`config.mk`:
```
export PLATFORM = sky130hd
export DESIGN_NAME = rbgi_ctrl
export DESIGN_NICKNAME = d
export VERILOG_FILES = /design/src/rtl/rbgi_pkg.sv /design/src/rtl/rbgi_ctrl.sv
export SDC_FILE = /design/constraint.sdc
export NUM_CORES = 1
export LEC_CHECK = 0
export ABC_CLOCK_PERIOD_IN_PS = 1580
export BUFFER_PORTS_ARGS = -buffer_cell sky130_fd_sc_hd__buf_2
export CAP_MARGIN = 20
export CORE_AREA = 2 2 39 41
export CTS_CLUSTER_DIAMETER = 150
export DETAILED_ROUTE_END_ITERATION = 10
export DIE_AREA = 0 0 41 43
export GPL_TIMING_DRIVEN = 0
export MAX_ROUTING_LAYER = met4
export PLACE_DENSITY_LB_ADDON = 0.15
export SKIP_LAST_GASP = 1
export SLEW_MARGIN = 15
export SYNTH_ARGS = -nofsm -noshare
export SYNTH_HDL_FRONTEND = slang
export SYNTH_SLANG_ARGS = --single-unit
```
`constraint.sdc`:
```
create_clock -name clock -period 1.58 [get_ports clock]
set_clock_uncertainty 0.1 [all_clocks]
set_input_delay 0.316 -clock clock [delete_from_list [all_inputs] [get_ports clock]]
set_output_delay 0.316 -clock clock [all_outputs]
set_load 0.02 [all_outputs]
```
`src/rtl/rbgi_pkg.sv`:
```
// Shared types and constants of the rotating beam gain interpolator.
package rbgi_pkg;

   localparam int DEF_TABLE_DEPTH = 64;
   localparam int MUL_STEPS       = 32;
   localparam int DIV_STEPS       = 52;

   localparam logic [1:0] CMD_LOAD  = 2'd0;
   localparam logic [1:0] CMD_TICK  = 2'd1;
   localparam logic [1:0] CMD_QUERY = 2'd2;

   localparam logic [2:0] CSR_SPEED  = 3'd0;
   localparam logic [2:0] CSR_MODE   = 3'd1;
   localparam logic [2:0] CSR_GAIN   = 3'd2;
   localparam logic [2:0] CSR_WINDOW = 3'd3;
   localparam logic [2:0] CSR_COUNT  = 3'd4;

   localparam logic [31:0] RST_GAIN   = 32'd65536;
   localparam logic [15:0] RST_WINDOW = 16'd8192;
   localparam logic [6:0]  RST_COUNT  = 7'd2;

   typedef enum logic [3:0] {
      ST_IDLE, ST_TICK_MUL, ST_TICK_ADD, ST_Q_WIN, ST_Q_PRIME, ST_Q_FETCH, ST_Q_CMP,
      ST_SEG, ST_MUL, ST_DIV, ST_VAL, ST_GSET, ST_GMUL, ST_GFIN, ST_DONE
   } state_type;

   typedef struct packed {
      logic capture;
      logic tick_mul;
      logic tick_add;
      logic prime;
      logic step_hit;
      logic step_miss;
      logic seg_setup;
      logic mul_step;
      logic div_setup;
      logic div_step;
      logic val;
      logic gain_setup;
      logic gain_fin;
      logic res_load;
   } dp_cmd_type;

   typedef struct packed {
      logic in_win;
      logic few;
      logic hit_now;
      logic last;
      logic seg_eq;
      logic mul_last;
      logic div_last;
      logic rcv;
      logic out_busy;
   } dp_status_type;

endpackage

```
`src/rtl/rbgi_ctrl.sv`:
```
// Sequencer of the rotating beam gain interpolator.
module rbgi_ctrl (
   input  logic                   clock,
   input  logic                   reset,
   input  logic                   req_valid,
   input  logic [1:0]             req_cmd,
   output logic                   req_stall,
   input  rbgi_pkg::dp_status_type sts,
   output rbgi_pkg::dp_cmd_type   cmd
);
   import rbgi_pkg::*;

   state_type state_ff, state_in;
   logic      accept;

   assign accept    = req_valid && (state_ff == ST_IDLE);
   assign req_stall = (state_ff != ST_IDLE);

   always_ff @(posedge clock) begin
      if (reset) begin
         state_ff <= ST_IDLE;
      end else begin
         state_ff <= state_in;
      end
   end

   always_comb begin
      state_in = state_ff;
      case (state_ff)
         ST_IDLE: begin
            if (accept) begin
               case (req_cmd)
                  CMD_TICK:  state_in = ST_TICK_MUL;
                  CMD_QUERY: state_in = ST_Q_WIN;
                  default:   state_in = ST_IDLE;
               endcase
            end
         end
         ST_TICK_MUL: state_in = ST_TICK_ADD;
         ST_TICK_ADD: state_in = ST_IDLE;
         ST_Q_WIN:    state_in = (sts.in_win && !sts.few) ? ST_Q_PRIME : ST_DONE;
         ST_Q_PRIME:  state_in = ST_Q_FETCH;
         ST_Q_FETCH:  state_in = ST_Q_CMP;
         ST_Q_CMP: begin
            if (sts.hit_now)   state_in = ST_SEG;
            else if (sts.last) state_in = ST_DONE;
            else               state_in = ST_Q_FETCH;
         end
         ST_SEG: begin
            if (sts.seg_eq) state_in = sts.rcv ? ST_GSET : ST_DONE;
            else            state_in = ST_MUL;
         end
         ST_MUL:  state_in = sts.mul_last ? ST_DIV : ST_MUL;
         ST_DIV:  state_in = sts.div_last ? ST_VAL : ST_DIV;
         ST_VAL:  state_in = sts.rcv ? ST_GSET : ST_DONE;
         ST_GSET: state_in = ST_GMUL;
         ST_GMUL: state_in = sts.mul_last ? ST_GFIN : ST_GMUL;
         ST_GFIN: state_in = ST_DONE;
         ST_DONE: state_in = sts.out_busy ? ST_DONE : ST_IDLE;
         default: state_in = ST_IDLE;
      endcase
   end

   always_comb begin
      cmd            = '0;
      cmd.capture    = accept;
      cmd.tick_mul   = (state_ff == ST_TICK_MUL);
      cmd.tick_add   = (state_ff == ST_TICK_ADD);
      cmd.prime      = (state_ff == ST_Q_PRIME);
      cmd.step_hit   = (state_ff == ST_Q_CMP) && sts.hit_now;
      cmd.step_miss  = (state_ff == ST_Q_CMP) && !sts.hit_now;
      cmd.seg_setup  = (state_ff == ST_SEG);
      cmd.mul_step   = (state_ff == ST_MUL) || (state_ff == ST_GMUL);
      cmd.div_setup  = (state_ff == ST_MUL) && sts.mul_last;
      cmd.div_step   = (state_ff == ST_DIV);
      cmd.val        = (state_ff == ST_VAL);
      cmd.gain_setup = (state_ff == ST_GSET);
      cmd.gain_fin   = (state_ff == ST_GFIN);
      cmd.res_load   = (state_ff == ST_DONE) && !sts.out_busy;
   end

endmodule

```
Yosys cells after proc, flatten, opt, wreduce, memory -nomap -nowiden
Cells that the tools add are included.
{ "totals": {"output_inout_bits": 15, "in_bits": 14, "elab_cells": 42, "regBits": 4} }
{ "op_classes": {"eq_ne": 17, "n_reduce_logical": 12, "n_mux": 12} }
{ "op_table": {"columns": ["operator", "count"], "rows": [
  ["4-bit case mux with 14 select lines", 1],
  ["4-bit equality test, second input constant", 7],
  ["4-bit 2-to-1 mux", 5],
  ["4-bit by 3-bit equality test with 1-bit output, second input constant", 4],
  ["4-bit by 2-bit equality test with 1-bit output, second input constant", 2],
  ["1-bit logical AND", 6],
  ["3-bit 2-to-1 mux", 2],
  ["4-bit by 1-bit equality test with 1-bit output, second input constant", 1],
  ["4-bit zero test", 1],
  ["2-bit case mux with 2 select lines", 1],
  ["4-bit nonzero test", 1],
  ["1-bit zero test", 3],
  ["2-bit by 1-bit equality test with 1-bit output, second input constant", 1],
  ["2-bit equality test, second input constant", 1],
  ["1-bit 2-to-1 mux", 2],
  ["2-bit 2-to-1 mux", 1],
  ["2-bit != test, second input constant", 1],
  ["1-bit logical OR", 1]
]} }

Longest topological paths before layout
{ "logic_depth": {"ltp_word": 4, "depth_mapped": 6, "mapped_depth_nobuf": 6} }

Worst setup path after synthesis
Ideal clock, no wire load.
{ "synth_timing": {"kind": "reg2out", "from": "register state_ff[3]", "to": "output cmd[0] (netlist name)", "stages_incl_launch_ff": 4, "path_slack_ps": 14, "path_buffers": 1, "t_arrival_ps": 1150, "cell_sequence": "dfxtp_1 buf_2 nand2_1 nor3_1"} }
{ "synth_rtl": {"columns": ["item", "line", "source"], "rows": [
  ["start, declared", "rbgi_ctrl.sv:13", "state_type state_ff, state_in;"],
  ["start signal, assigned", "rbgi_ctrl.sv:23", "state_ff <= state_in;"],
  ["end, declared", "rbgi_ctrl.sv:9", "output rbgi_pkg::dp_cmd_type cmd"]
]} }

==> flow_summary.json <==
{
  "synth_area_leaders": "sky130_fd_sc_hd__dfxtp_1 (15%), sky130_fd_sc_hd__nor2_1 (10%), sky130_fd_sc_hd__inv_1 (6.3%)",
  "route.detailed.wl_per_inst_microns": 14.0,
  "power_dens_cells_mw_per_mm2": 383,
  "synth_top_flop_cell": "sky130_fd_sc_hd__dfxtp_1",
  "layout_setup_ws_ps": -16.6,
  "slowest_stage": "sky130_fd_sc_hd__dfxtp_2",
  "clock_insertion_delay_worst_skew_ps": 230,
  "detailroute.via_count": 818,
  "die_x_microns": 41,
  "h-tree-depth": 1,
  "clock-root-buffer": "sky130_fd_sc_hd__clkbuf_4",
  "clkSlewWorstSetupHoldPaths_ps": 40,
  "drt_pre_antenna_iters": 6,
  "num_rows": 14,
  "worstHoldPathCells": 4,
  "worst_ep_arrival_time_ps": 1180,
  "final_period_minus_worst_setup_slack_ps": 1600,
  "cts_num_sinks": 4,
  "timing.critical_path.cells": "buf_6 > buf_4 > nor3_1 > buf_2",
  "antenna_found_initial": 0,
  "syn-cell-area_sq_um": 539,
  "finalCritPeriodShare": 1.01,
  "drtAntennaViolNets": 0,
  "largest_register": "state_ff",
  "dp_slack_ps": 60.2,
  "fin_setup_tns_ps": -25.4,
  "post_synth_inst_count": 83,
  "critical_path_class": "register to output port",
  "initialDrtViolationCount": 37,
  "crit_path_max_fanout": 7,
  "critPathCaptureType": "output port",
  "share_of_synthesized_registers_carrying_an_async_set_or_reset": 0,
  "layout_top_registers": "state_ff: 4 flops",
  "violations": "setup timing",
  "routed_via_density": 5.49,
  "worst-slew-pin-transition_ps": 277,
  "setup_violations": 3,
  "coreArea_sq_mm": 0.00138,
  "grt_usage": 0.247,
  "r2r_cells": 7,
  "report.final.hold_viol_count": 0,
  "netlist_top_cells_count": "sky130_fd_sc_hd__nor2_1 (15), sky130_fd_sc_hd__inv_1 (9), sky130_fd_sc_hd__nand2_1 (6)",
  "synthMostInstantiatedCell": "sky130_fd_sc_hd__nor2_1",
  "outcome": "finished with violations",
  "yosys_register_bits": 4,
  "gp_congestion": 0.840,
  "die_ar_sq_mm": 0.00176,
  "synthesis.area_per_instance_sq_um": 6.50,
  "utilization": 0.757,
  "synth_top_cell_area_share": 0.148,
  "cts_made_buffers": 3,
  "drc_errors": 0,
  "largest_net_degree_at_the_start_of_global_routing": 10,
  "half_perimeter_wire_length_after_placement_microns": 1240,
  "sequential_cell_area_fraction_in_the_yosys_report": 0.148,
  "place.port_buffers": 28,
  "max_cap_viols": 0,
  "worst_ep_required_time_ps": 1160,
  "dieHeight_microns": 43,
  "holdBufCountCts": 0,
  "nets": 150,
  "ctsLongestPathBuffers": 2,
  "number_of_antenna_diodes": 0,
  "rsz0062_at_grt": "true",
  "boundaryPins": 29,
  "flow.area_growth_from_synthesis_pct": 94.2,
  "relSlewSlack": 0.815,
  "syn-num-nets": 98,
  "worst_hold_path_type": "input port to register",
  "timing.final.max_slew_violations": 0,
  "grt_overflow_total": 0,
  "largest_register_ff_count": 4,
  "p_leak_nw": 0.508,
  "detailed_route_wire_length_microns": 2090,
  "via_count_of_the_first_global_routing_pass": 672,
  "tritoncts": "done",
  "drive_above_1_share": 0.639,
  "maxClockFrequency_ghz": 0.626,
  "wire_length_of_the_first_global_routing_pass_microns": 2950,
  "library_cell_with_the_largest_summed_area_after_synthesis": "sky130_fd_sc_hd__dfxtp_1",
  "initial_utilization": 0.390,
  "worstSetupStartpointType": "register",
  "slowest_delay_ps": 320,
  "synth_cell_type_count": 31,
  "synth_edf_count": 0,
  "synth.yosys.warnings": 0,
  "maximum_vdd_drop_mv": 0.210
}
-- kinds of logic after synthesis --
group | Yosys count | share of synthesized area
AO/OA/AOI/OAI | 23 | 0.323
flip-flops | 4 | 0.148
buffers and inverters | 16 | 0.153
AND/OR/NAND/NOR | 39 | 0.353
adder cells (fa/ha/maj) | 1 | 0.0232
-- where the power goes --
group / internal, mW / total [mW] / switching (mW) / leakage (nW)
sequential: 0.104 / 0.110 / 0.00646 / 0.0349
combinational: 0.0806 / 0.170 / 0.0892 / 0.459
clock: 0.0845 / 0.121 / 0.0360 / 0.0138
-- per-stage QoR --
step / hold WS [ps] / instance area (sq um) / power [mW] / cells
2_1_floorplan: 408 / 539 / 0.191 / 83
6_report: 283 / 1050 / 0.401 / 149
3_5_place_dp: 534 / 699 / 0.234 / 127
3_3_place_gp: 529 / 699 / 0.233 / 127
4_1_cts: 279 / 877 / 0.383 / 142
5_1_grt: 309 / 1050 / 0.428 / 149
-- layout make-up --
cell class | count | area (sq um)
multi-input cells | 63 | 475
repair buffers | 49 | 340
fillers | 91 | 337
flip-flops and latches | 4 | 90.1
plain buffers | 5 | 60.1
inverters | 9 | 38.8
clock buffers | 3 | 22.5
well taps | 16 | 20.0
-- critical path: cells and delay by family, from the launching register on --
family	cells	cell delay (ps)
buf+inv	3	480
simple gates	1	150
flops	1	320
-- cell usage in the layout, fill, tap and decap left out, drive strengths merged, types with 3 or more instances in the layout --
cell / n
buf: 54
nor2: 15
inv: 9
nand2: 7
o21ai: 5
nor3: 5
a21oi: 4
nand2b: 4
dfxtp: 4
nor2b: 3
clkbuf: 3
-- final timing paths --
kind | from | endpoint | slack, ps
setup / recovery | state_ff[0]$_SDFFE_PP0P_ | cmd[3] | -20
hold reg to reg | state_ff[3]$_SDFFE_PP0P_ | state_ff[2]$_SDFFE_PP0P_ | 530
hold / removal | reset | state_ff[1]$_SDFFE_PP0P_ | 280
setup reg to reg | state_ff[2]$_SDFFE_PP0P_ | state_ff[1]$_SDFFE_PP0P_ | 120
-- metal layers --
layer / track usage / part of all wire / up-vias
li1: - / - / 391
met1: 0.346 / 0.42 / 373
met2: 0.363 / 0.50 / 51
met3: 0.0366 / 0.071 / 3
met4: 0.0600 / 0.0077 / 0
met5: - / 0 / -
-- timing repair --
| action | CTS | global route |
|---|---|---|
| gates resized for setup | 24 | 33 |
| pin swaps | 1 | 10 |
| endpoints found under the setup margin | 14 | 11 |
| setup buffers | 12 | 8 |
| cloned | 1 | 0 |
| hold endpoints to repair | 0 | 0 |
Power figures use the tool's default switching activity.
