### config.mk
export PLATFORM = sky130hd
export DESIGN_NAME = rbgi_dp
export DESIGN_NICKNAME = d
export VERILOG_FILES = /design/src/rtl/rbgi_pkg.sv /design/src/rtl/rbgi_dp.sv
export SDC_FILE = /design/constraint.sdc
export NUM_CORES = 2
export LEC_CHECK = 0
export BUFFER_PORTS_ARGS = -buffer_cell sky130_fd_sc_hd__buf_2
export CORE_ASPECT_RATIO = 1.5
export CORE_MARGIN = 1.5
export CORE_UTILIZATION = 30
export DETAILED_ROUTE_END_ITERATION = 7
export GPL_TIMING_DRIVEN = 0
export SETUP_SLACK_MARGIN = 0.02
export SLEW_MARGIN = 20
export SYNTH_ARGS = -nofsm -noshare
export SYNTH_HDL_FRONTEND = slang
export SYNTH_SLANG_ARGS = --single-unit
### constraint.sdc
create_clock -name clock -period 11.95 [get_ports clock]
set_input_delay 1.7925 -clock clock [delete_from_list [all_inputs] [get_ports clock]]
set_output_delay 1.7925 -clock clock [all_outputs]
set_load 0.02 [all_outputs]
### src/rtl/rbgi_pkg.sv
// Shared types and constants of the rotating beam gain interpolator.
package rbgi_pkg;

   localparam int DEF_TABLE_DEPTH = 64;
   localparam int MUL_STEPS       = 32;
   localparam int DIV_STEPS       = 52;

   localparam logic [1:0] CMD_LOAD  = 2'd0;
   localparam logic [1:0] CMD_TICK  = 2'd1;
   localparam logic [1:0] CMD_QUERY = 2'd2;

   localparam logic [2:0] CSR_SPEED  = 3'd0;
   localparam logic [2:0] CSR_MODE   = 3'd1;
   localparam logic [2:0] CSR_GAIN   = 3'd2;
   localparam logic [2:0] CSR_WINDOW = 3'd3;
   localparam logic [2:0] CSR_COUNT  = 3'd4;

   localparam logic [31:0] RST_GAIN   = 32'd65536;
   localparam logic [15:0] RST_WINDOW = 16'd8192;
   localparam logic [6:0]  RST_COUNT  = 7'd2;

   typedef enum logic [3:0] {
      ST_IDLE, ST_TICK_MUL, ST_TICK_ADD, ST_Q_WIN, ST_Q_PRIME, ST_Q_FETCH, ST_Q_CMP,
      ST_SEG, ST_MUL, ST_DIV, ST_VAL, ST_GSET, ST_GMUL, ST_GFIN, ST_DONE
   } state_type;

   typedef struct packed {
      logic capture;
      logic tick_mul;
      logic tick_add;
      logic prime;
      logic step_hit;
      logic step_miss;
      logic seg_setup;
      logic mul_step;
      logic div_setup;
      logic div_step;
      logic val;
      logic gain_setup;
      logic gain_fin;
      logic res_load;
   } dp_cmd_type;

   typedef struct packed {
      logic in_win;
      logic few;
      logic hit_now;
      logic last;
      logic seg_eq;
      logic mul_last;
      logic div_last;
      logic rcv;
      logic out_busy;
   } dp_status_type;

endpackage

### src/rtl/rbgi_dp.sv
// Datapath: registers, pattern table, shift-add multiplier and divider.
module rbgi_dp #(
   parameter int TABLE_DEPTH = rbgi_pkg::DEF_TABLE_DEPTH
) (
   input  logic                   clock,
   input  logic                   reset,
   input  logic [1:0]             req_cmd,
   input  logic [5:0]             req_entry_index,
   input  logic signed [15:0]     req_entry_angle,
   input  logic signed [15:0]     req_entry_value,
   input  logic [15:0]            req_time_delta,
   input  logic [15:0]            req_target_azimuth,
   input  logic                   csr_valid,
   input  logic [2:0]             csr_index,
   input  logic [31:0]            csr_wdata,
   input  logic                   rsp_stall,
   output logic                   rsp_valid,
   output logic signed [31:0]     rsp_gain,
   output logic                   rsp_in_beam,
   input  rbgi_pkg::dp_cmd_type   cmd,
   output rbgi_pkg::dp_status_type sts
);
   import rbgi_pkg::*;

   localparam int AW = (TABLE_DEPTH > 1) ? $clog2(TABLE_DEPTH) : 1;
   localparam int CW = (AW + 1 > 7) ? AW + 1 : 7;
   localparam int IW = ((AW > 6) ? AW : 6) + 1;

   // configuration
   logic [31:0] speed_ff, gain_ff;
   logic        mode_ff;
   logic [15:0] window_ff;
   logic [6:0]  count_ff;

   always_ff @(posedge clock) begin
      if (reset) begin
         speed_ff  <= '0;
         mode_ff   <= 1'b0;
         gain_ff   <= RST_GAIN;
         window_ff <= RST_WINDOW;
         count_ff  <= RST_COUNT;
      end else if (csr_valid) begin
         case (csr_index)
            CSR_SPEED:  speed_ff  <= csr_wdata;
            CSR_MODE:   mode_ff   <= csr_wdata[0];
            CSR_GAIN:   gain_ff   <= csr_wdata;
            CSR_WINDOW: window_ff <= csr_wdata[15:0];
            CSR_COUNT:  count_ff  <= csr_wdata[6:0];
            default:    ;
         endcase
      end
   end

   // pattern table
   logic [15:0] ang_mem [TABLE_DEPTH];
   logic [15:0] val_mem [TABLE_DEPTH];
   logic [15:0] rd_ang_ff, rd_val_ff;
   logic [CW-1:0] idx_ff, cnt;
   logic [IW-1:0] widx;
   logic          we;

   assign widx = IW'(req_entry_index);
   assign we   = cmd.capture && (req_cmd == CMD_LOAD) && (widx < IW'(TABLE_DEPTH));
   assign cnt  = (CW'(count_ff) > CW'(TABLE_DEPTH)) ? CW'(TABLE_DEPTH) : CW'(count_ff);

   always_ff @(posedge clock) begin
      if (we) begin
         ang_mem[widx[AW-1:0]] <= req_entry_angle;
         val_mem[widx[AW-1:0]] <= req_entry_value;
      end
      rd_ang_ff <= ang_mem[idx_ff[AW-1:0]];
      rd_val_ff <= val_mem[idx_ff[AW-1:0]];
   end

   // beam angle and query capture
   logic [31:0]        beam_ff;
   logic [15:0]        delta_ff;
   logic [47:0]        adv_ff;
   logic signed [34:0] d_ff;
   logic signed [15:0] prev_ang_ff, prev_val_ff, cur_ang_ff, cur_val_ff;
   logic               hit_ff;

   always_ff @(posedge clock) begin
      if (reset) begin
         beam_ff <= '0;
      end else if (cmd.tick_add) begin
         beam_ff <= beam_ff + adv_ff[31:0];
      end
   end

   always_ff @(posedge clock) begin
      if (cmd.capture) begin
         delta_ff <= req_time_delta;
         d_ff     <= 35'($signed({1'b0, req_target_azimuth, 16'h0}))
                     - 35'($signed({1'b0, beam_ff}));
         idx_ff   <= '0;
         hit_ff   <= 1'b0;
      end
      if (cmd.tick_mul) begin
         adv_ff <= speed_ff * delta_ff;
      end
      if (cmd.prime) begin
         prev_ang_ff <= rd_ang_ff;
         prev_val_ff <= rd_val_ff;
         idx_ff      <= CW'(1);
      end
      if (cmd.step_miss) begin
         prev_ang_ff <= rd_ang_ff;
         prev_val_ff <= rd_val_ff;
         idx_ff      <= idx_ff + CW'(1);
      end
      if (cmd.step_hit) begin
         cur_ang_ff <= rd_ang_ff;
         cur_val_ff <= rd_val_ff;
         hit_ff     <= 1'b1;
      end
   end

   // segment terms
   logic signed [34:0] wpos, diff;
   logic [34:0]        diff_mag;
   logic signed [16:0] dy, dx;
   logic [16:0]        dy_mag, dx_mag;

   assign wpos     = $signed(35'({window_ff, 16'h0}));
   assign diff     = d_ff - 35'($signed({prev_ang_ff, 16'h0}));
   assign diff_mag = diff[34] ? 35'(-diff) : 35'(diff);
   assign dy       = 17'(cur_val_ff) - 17'(prev_val_ff);
   assign dx       = 17'(cur_ang_ff) - 17'(prev_ang_ff);
   assign dy_mag   = dy[16] ? 17'(-dy) : 17'(dy);
   assign dx_mag   = dx[16] ? 17'(-dx) : 17'(dx);

   // shared shift-add multiplier, restoring divider, value register
   logic [67:0]        acc_ff, mcand_ff, rsum;
   logic [31:0]        mplier_ff, den_ff, rem_ff;
   logic [51:0]        num_ff;
   logic [5:0]         iter_ff;
   logic               neg_ff, gneg_ff;
   logic signed [53:0] v_ff, qs, rs;
   logic [53:0]        vmag;
   logic [32:0]        r2;

   assign r2   = {rem_ff, num_ff[51]};
   assign qs   = $signed({2'b0, num_ff});
   assign vmag = v_ff[53] ? 54'(-v_ff) : 54'(v_ff);
   assign rsum = acc_ff + 68'd32768;
   assign rs   = $signed({2'b0, rsum[67:16]});

   always_ff @(posedge clock) begin
      if (cmd.seg_setup) begin
         if (cur_ang_ff == prev_ang_ff) begin
            v_ff <= 54'(cur_val_ff) <<< 1;
         end else begin
            mcand_ff  <= 68'({diff_mag, 1'b0});
            mplier_ff <= 32'(dy_mag[15:0]);
            acc_ff    <= '0;
            neg_ff    <= diff[34] ^ dy[16] ^ dx[16];
            den_ff    <= {dx_mag[15:0], 16'h0};
            iter_ff   <= '0;
         end
      end
      if (cmd.gain_setup) begin
         mcand_ff  <= 68'(vmag);
         mplier_ff <= gain_ff;
         acc_ff    <= '0;
         gneg_ff   <= v_ff[53];
         iter_ff   <= '0;
      end
      if (cmd.mul_step) begin
         if (mplier_ff[0]) begin
            acc_ff <= acc_ff + mcand_ff;
         end
         mcand_ff  <= mcand_ff << 1;
         mplier_ff <= mplier_ff >> 1;
         // restart the step count when the divider takes over
         iter_ff   <= cmd.div_setup ? 6'd0 : iter_ff + 6'd1;
      end
      if (cmd.div_setup) begin
         // add half the divisor for round to nearest, ties away from zero
         num_ff  <= acc_ff[51:0] + 52'(den_ff >> 1);
         rem_ff  <= '0;
      end
      if (cmd.div_step) begin
         if (r2 >= {1'b0, den_ff}) begin
            rem_ff <= 32'(r2 - {1'b0, den_ff});
            num_ff <= {num_ff[50:0], 1'b1};
         end else begin
            rem_ff <= r2[31:0];
            num_ff <= {num_ff[50:0], 1'b0};
         end
         iter_ff <= iter_ff + 6'd1;
      end
      if (cmd.val) begin
         v_ff <= (54'(prev_val_ff) <<< 1) + (neg_ff ? -qs : qs);
      end
      if (cmd.gain_fin) begin
         v_ff <= gneg_ff ? -rs : rs;
      end
   end

   // result register
   logic               rsp_valid_ff;
   logic signed [31:0] gain_out_ff;
   logic               in_beam_ff;
   logic signed [31:0] sat;

   always_comb begin
      if (v_ff > 54'sd2147483647)       sat = 32'sh7FFFFFFF;
      else if (v_ff < -54'sd2147483648) sat = 32'sh80000000;
      else                              sat = v_ff[31:0];
   end

   always_ff @(posedge clock) begin
      if (reset) begin
         rsp_valid_ff <= 1'b0;
      end else if (cmd.res_load) begin
         rsp_valid_ff <= 1'b1;
      end else if (!rsp_stall) begin
         rsp_valid_ff <= 1'b0;
      end
   end

   always_ff @(posedge clock) begin
      if (cmd.res_load) begin
         gain_out_ff <= hit_ff ? sat : '0;
         in_beam_ff  <= hit_ff;
      end
   end

   assign rsp_valid   = rsp_valid_ff;
   assign rsp_gain    = gain_out_ff;
   assign rsp_in_beam = in_beam_ff;

   always_comb begin
      sts          = '0;
      sts.in_win   = (d_ff > -wpos) && (d_ff < wpos);
      sts.few      = (cnt < CW'(2));
      sts.hit_now  = 35'($signed({rd_ang_ff, 16'h0})) >= d_ff;
      sts.last     = (idx_ff + CW'(1)) == cnt;
      sts.seg_eq   = (cur_ang_ff == prev_ang_ff);
      sts.mul_last = (iter_ff == 6'(MUL_STEPS - 1));
      sts.div_last = (iter_ff == 6'(DIV_STEPS - 1));
      sts.rcv      = mode_ff;
      sts.out_busy = rsp_valid_ff && rsp_stall;
   end

endmodule

* Word level (Yosys, flattened, before mapping)
Memories as Yosys holds them, arrays and structs flattened. A register that Yosys moved wholly into a read port is not among the register bits. Cells that the tools add are included.
Storage, ports and cells: register bits after elaboration 639, bits in latches 0, bits in writable memories 2048, bits in read-only memories 0, input bits 125, word-level logic and storage cells 152, memories kept 2
Cells by class: $add $sub $neg 19, $mul 1, divide/modulo/power cells 0, order comparisons 9, eq/ne operators 12, shifts and indexed selects 0, muxes and demuxes 49, bitwise gates (word level) 4, reduce and logical (&&, ||, !) cells 25
Memory list:
- ang_mem | depth 64, width 16, read ports 1, clocked after Yosys merged registers in 1, wr ports 1, line rbgi_dp.sv:55 | logic [15:0] ang_mem [TABLE_DEPTH];
- val_mem | depth 64, width 16, read ports 1, clocked after Yosys merged registers in 1, wr ports 1, line rbgi_dp.sv:56 | logic [15:0] val_mem [TABLE_DEPTH];
Operators by type and width (count):
- $mux 68 | 9
- $mux 54 | 7
- $mux 32 | 7
- $neg 52->54 | 2
- $mux 52 | 2
- $mux 16 | 6
- $add 68x16->68 const B | 1
- $add 68x68->68 | 1
- $mux 31 | 2
- $add 17x54->54 | 1
- $gt 54x32->1 const B | 1
- $lt 54x32->1 const B | 1
- $neg 54->54 | 1
- $add 52x31->52 | 1
- $mux 6 | 6
- $ge 32x35->1 | 1
- $gt 35x35->1 | 1
- $lt 35x33->1 | 1
- $mux 35 | 1
- $neg 32->35 | 1
- $neg 35->35 | 1
- $sub 35x32->35 | 1
- $sub 16x16->17 | 2
- $ge 33x32->1 | 1
- 33 further kinds | 61

* Logic depth before layout (Yosys ltp)
depth in word-level cells 7, gate-level depth with buffers 28, gate-level depth less buffers 26

* Worst setup path before layout
OpenSTA, ideal clock, no wires.
kind register to register, start point register delta_ff[3], end point register adv_ff[28] (data pin), setup time 0.258 ns, data arrival time 6.517 ns, data required time 11.692 ns, path slack 5.175 ns, stages on the path, launching flop included 25, buffers on the path 2, cell sequence edfxtp_1 clkbuf_1 clkbuf_1 nand2_1 fa_1 fa_1 fa_1 inv_1 fa_1 fa_1 inv_1 fa_1 inv_1 ha_1 a21oi_1 o21bai_1 a21o_1 a21o_1 a21o_1 or3_1 o211ai_1 o21ai_0 or4_1 a31oi_1 xnor2_1
On the way: longest elaborated chain between the ends 1
RTL lines:
- start: declaration | line rbgi_dp.sv:77 | logic [15:0] delta_ff;
- start signal: assignment | line rbgi_dp.sv:93 | delta_ff <= req_time_delta;
- $mul 32x16->32 | line rbgi_dp.sv:100 | adv_ff <= speed_ff * delta_ff;
- end signal: assignment | line rbgi_dp.sv:100
- end: declaration | line rbgi_dp.sv:78 | logic [47:0] adv_ff;
No other way between the ends. A chain may end at the register's enable or synchronous reset.

* Worst setup path in the final report
start point register delta_ff[4], end point register adv_ff[31] (data pin)
The elaborated chain is that of the path after synthesis.

==> results.md <==
* Via count at 81640
* Deepest clock path buffer count at 4
* Top-count cell post-synth: edfxtp_1
* Internal power at 19.95 mW
* Area leader, netlist: edfxtp_1
* Worst VDD drop at 129.5 uV
* Clock power frac at 0.292
* Vias in the first global route at 83740
* Die span in y at 820.8 um
* Max-Cap Viols at 0
* Critical Path End Type: flip-flop
* DRC at 0
* Pwr dens at 198.7 mW/mm^2
* Largest net degree at the start of global routing at 65
* R2R depth at 24
* F_max at 113.9 MHz
* Critical path data required time at 12560 ps
* Max FO, Critical Path at 10
* Num CTS Buffers at 289
* Final hold vios at 0
* Period utilisation layout at 0.7344
* Row cnt at 300
* Yosys Warn Count at 0
* IO buf count at 158
* Top-area cell type share of the netlist area at 0.5597
* Placed Area at 0.1450 mm^2
* Die extent in x at 548.2 um
* CTS tree: done
* Final setup fails at 0
* Gate power share at 0.314
* Status: completed
* Hold path depth at 0
* Synth Flop Type: edfxtp_1
* RSZ-0062 raised after global routing: false
* Average vias per placed instance at 5.121
* Post-layout minimum cycle time at 8776 ps
* #FFs+latches synth at 2717
* Layout cell share with drive strength beyond 1 at 0.1545
* Clock Latency Late Sink at 930 ps
* Area grow syn2layout at 15.41%
* Post-Synthesis Cells at 9234
* 1st-pass router iterations at 6
* Initial antenna violation count at 66
* CP Data Arrival Time at 9390 ps
* Synth cell types at 81
* Final TNS setup at 0 ps
* Post-synth EDFFs at 2493
* Design area at 0.1544 mm^2
* Sequential area share after synthesis at 0.5932
* Core area at 0.4444 mm^2
* Syn_nets at 10050
* CP Class: flip-flop to flip-flop
* CTS resizes at 0
* Tot GR Track Use at 0.1860
* Initial Utilization at 0.3010
* First-pass GRT wire length at 601.7 mm
* Synthesized area at 0.1338 mm^2
* Switching power at 10.73 mW
* Synth top cells by count: 2493 x edfxtp_1, 899 x nand2_1, 672 x mux4_2
* Worst Skew at 90.15 ps
* Synthesized area per cell at 14.49 um^2
* Gr ovfl total at 0
* Leak at 52.51 nW
* Initial DRC Count at 7385
* Total Wirelength at 425.7 mm
* Post-CTS Setup Inserts at 0
* Nets at 10600
* Top cells by area, synth: edfxtp_1 56%, mux4_2 11%, fa_1 4.7%
* Hold-fix buffers, CTS at 0
* Setup crit start kind: flip-flop
* Final HPWL DP at 318.5 mm
* H-tree Lvls at 5
* Sw frac at 0.3498
* Pins Over Slew Limit at 0
* Max_slew headroom at 0.1845
* Async SR Flop Fraction at 0
* I/O pin count at 168
* Least-Margin Pin Slew at 1223 ps
* Post-DR wirelength/cell at 26.70 um
* Layout fillers at 42830
* HP Class: flip-flop to flip-flop
* Post-route ant nets at 0
* Clock-pin slew on the worst setup and hold paths at 70 ps
* Clock root cell: clkbuf_16
* Reg power frac at 0.394
* Clk sink count at 2717
* Die ar. at 0.4500 mm^2
* Placer Congestion at 0.9585
## metal layers
layer / wire length, um / track usage
met4: 34350 / 0.1278
met3: 23460 / 0.02651
met1: 146900 / 0.1988
met5: 136 / 0
met2: 220900 / 0.3382
## metrics by stage
step / hold WS, ps / instances / power, mW / setup WS [ps] / util
final: 430.1 / 15940 / 30.68 / 3174 / 0.3474
after global routing: 440.6 / 15920 / 31.91 / 2845 / 0.3472
after CTS: 435.1 / 15900 / 30.78 / 3248 / 0.3470
after detailed placement: 438.6 / 15390 / 21.81 / 3328 / 0.3263
after global placement: 447.2 / 15280 / 21.73 / 2260 / 0.3193
after floorplan: 403.7 / 9234 / 18.13 / 5175 / -
## sequential cells by signal, summed over array words and instances (netlist names), 32 cells and up
| signal | flops |
|---|---|
| d_ff | 33 |
| acc_ff | 68 |
| mplier_ff | 32 |
| rsp_gain | 32 |
| ang_mem | 1024 |
| mcand_ff | 68 |
| val_mem | 1024 |
| adv_ff | 32 |
| rem_ff | 32 |
| gain_ff | 32 |
| speed_ff | 32 |
| num_ff | 52 |
| beam_ff | 32 |
| v_ff | 54 |
## critical path, stage by stage, from the launching register on
cell and delay, ps:
edfxtp_1 330, clkbuf_1 700, clkbuf_1 750, nand2_1 160, fa_1 510, fa_1 550, inv_1 50, fa_1 500
inv_1 50, fa_1 480, fa_1 530, fa_1 540, inv_1 40, ha_1 370, o21a_1 240, a311oi_1 270
o21ai_0 250, a211o_1 360, nand2_1 120, o211ai_1 180, o31ai_1 550, nand3_1 220, a31o_2 290, a21oi_1 170
xnor2_1 270
## final timing paths
check                             start                         to  slack (ps)
hold reg to reg   rd_val_ff[14]$_DFF_P_  prev_val_ff[14]$_DFFE_PP_         430
setup / recovery  delta_ff[4]$_DFFE_PP_       adv_ff[31]$_DFFE_PP_        3170
hold / removal    rd_val_ff[14]$_DFF_P_  prev_val_ff[14]$_DFFE_PP_         430
setup reg to reg  delta_ff[4]$_DFFE_PP_       adv_ff[31]$_DFFE_PP_        3170
## placed cells by master, fill, tap and decap left out, types with 50 or more instances in the layout
cell | Yosys | routed
edfxtp_1 | 2493 | 2493
and2_1 | 193 | 193
nand4_1 | 66 | 66
nor3_1 | 99 | 99
ha_1 | 375 | 375
a21oi_1 | 375 | 375
mux2i_1 | 69 | 69
dfxtp_1 | 224 | 224
clkbuf_1 | 365 | 406
xor2_1 | 212 | 212
nor2_4 | 0 | 64
nand2b_1 | 51 | 51
o31ai_1 | 69 | 69
fa_1 | 312 | 312
buf_16 | 0 | 50
clkbuf_16 | 0 | 297
nor2b_1 | 73 | 72
a21o_1 | 128 | 128
nand2_1 | 899 | 899
o21a_1 | 77 | 77
nor2_1 | 358 | 294
inv_1 | 562 | 561
nand3_1 | 111 | 111
mux4_2 | 672 | 672
buf_2 | 1 | 141
o21ai_0 | 411 | 411
xnor2_1 | 361 | 361
## kinds of logic (layout without fill, tap and decap cells)
| family | Yosys count | count (layout) | share of synthesized area |
|---|---|---|---|
| compound gates | 1394 | 1394 | 0.06469 |
| xor+xnor | 573 | 573 | 0.03752 |
| fa+ha+maj | 687 | 687 | 0.08177 |
| buf+inv | 994 | 1774 | 0.02793 |
| flops | 2717 | 2717 | 0.5932 |
| mux | 768 | 768 | 0.1206 |
| other cells | 0 | 41 | 0 |
| simple gates | 2101 | 2101 | 0.07430 |
## layout make-up
| type | count | area [um^2] | share of cell area |
|---|---|---|---|
| Antenna cell | 41 | 102.6 | 0.0006646 |
| Buffer | 430 | 1674 | 0.01084 |
| Clock buffer | 364 | 7744 | 0.05016 |
| Clock inverter | 152 | 1488 | 0.009637 |
| Inverter | 564 | 2122 | 0.01375 |
| Multi-Input combinational cell | 5523 | 51220 | 0.3318 |
| Sequential cell | 2717 | 79350 | 0.5140 |
| Tap cell | 5889 | 7368 | 0.04773 |
| Timing Repair Buffer | 264 | 3313 | 0.02146 |
## power by group through the flow
stage	sequential (mW)	clock, mW	combinational, mW
2_1_floorplan	11.8	0	6.36
3_3_place_gp	12.3	0	9.45
3_5_place_dp	12.3	0	9.55
4_1_cts	12.1	9.10	9.61
5_1_grt	12.1	9.44	10.4
6_report	12.1	8.95	9.64
Power figures use the tool's default switching activity.
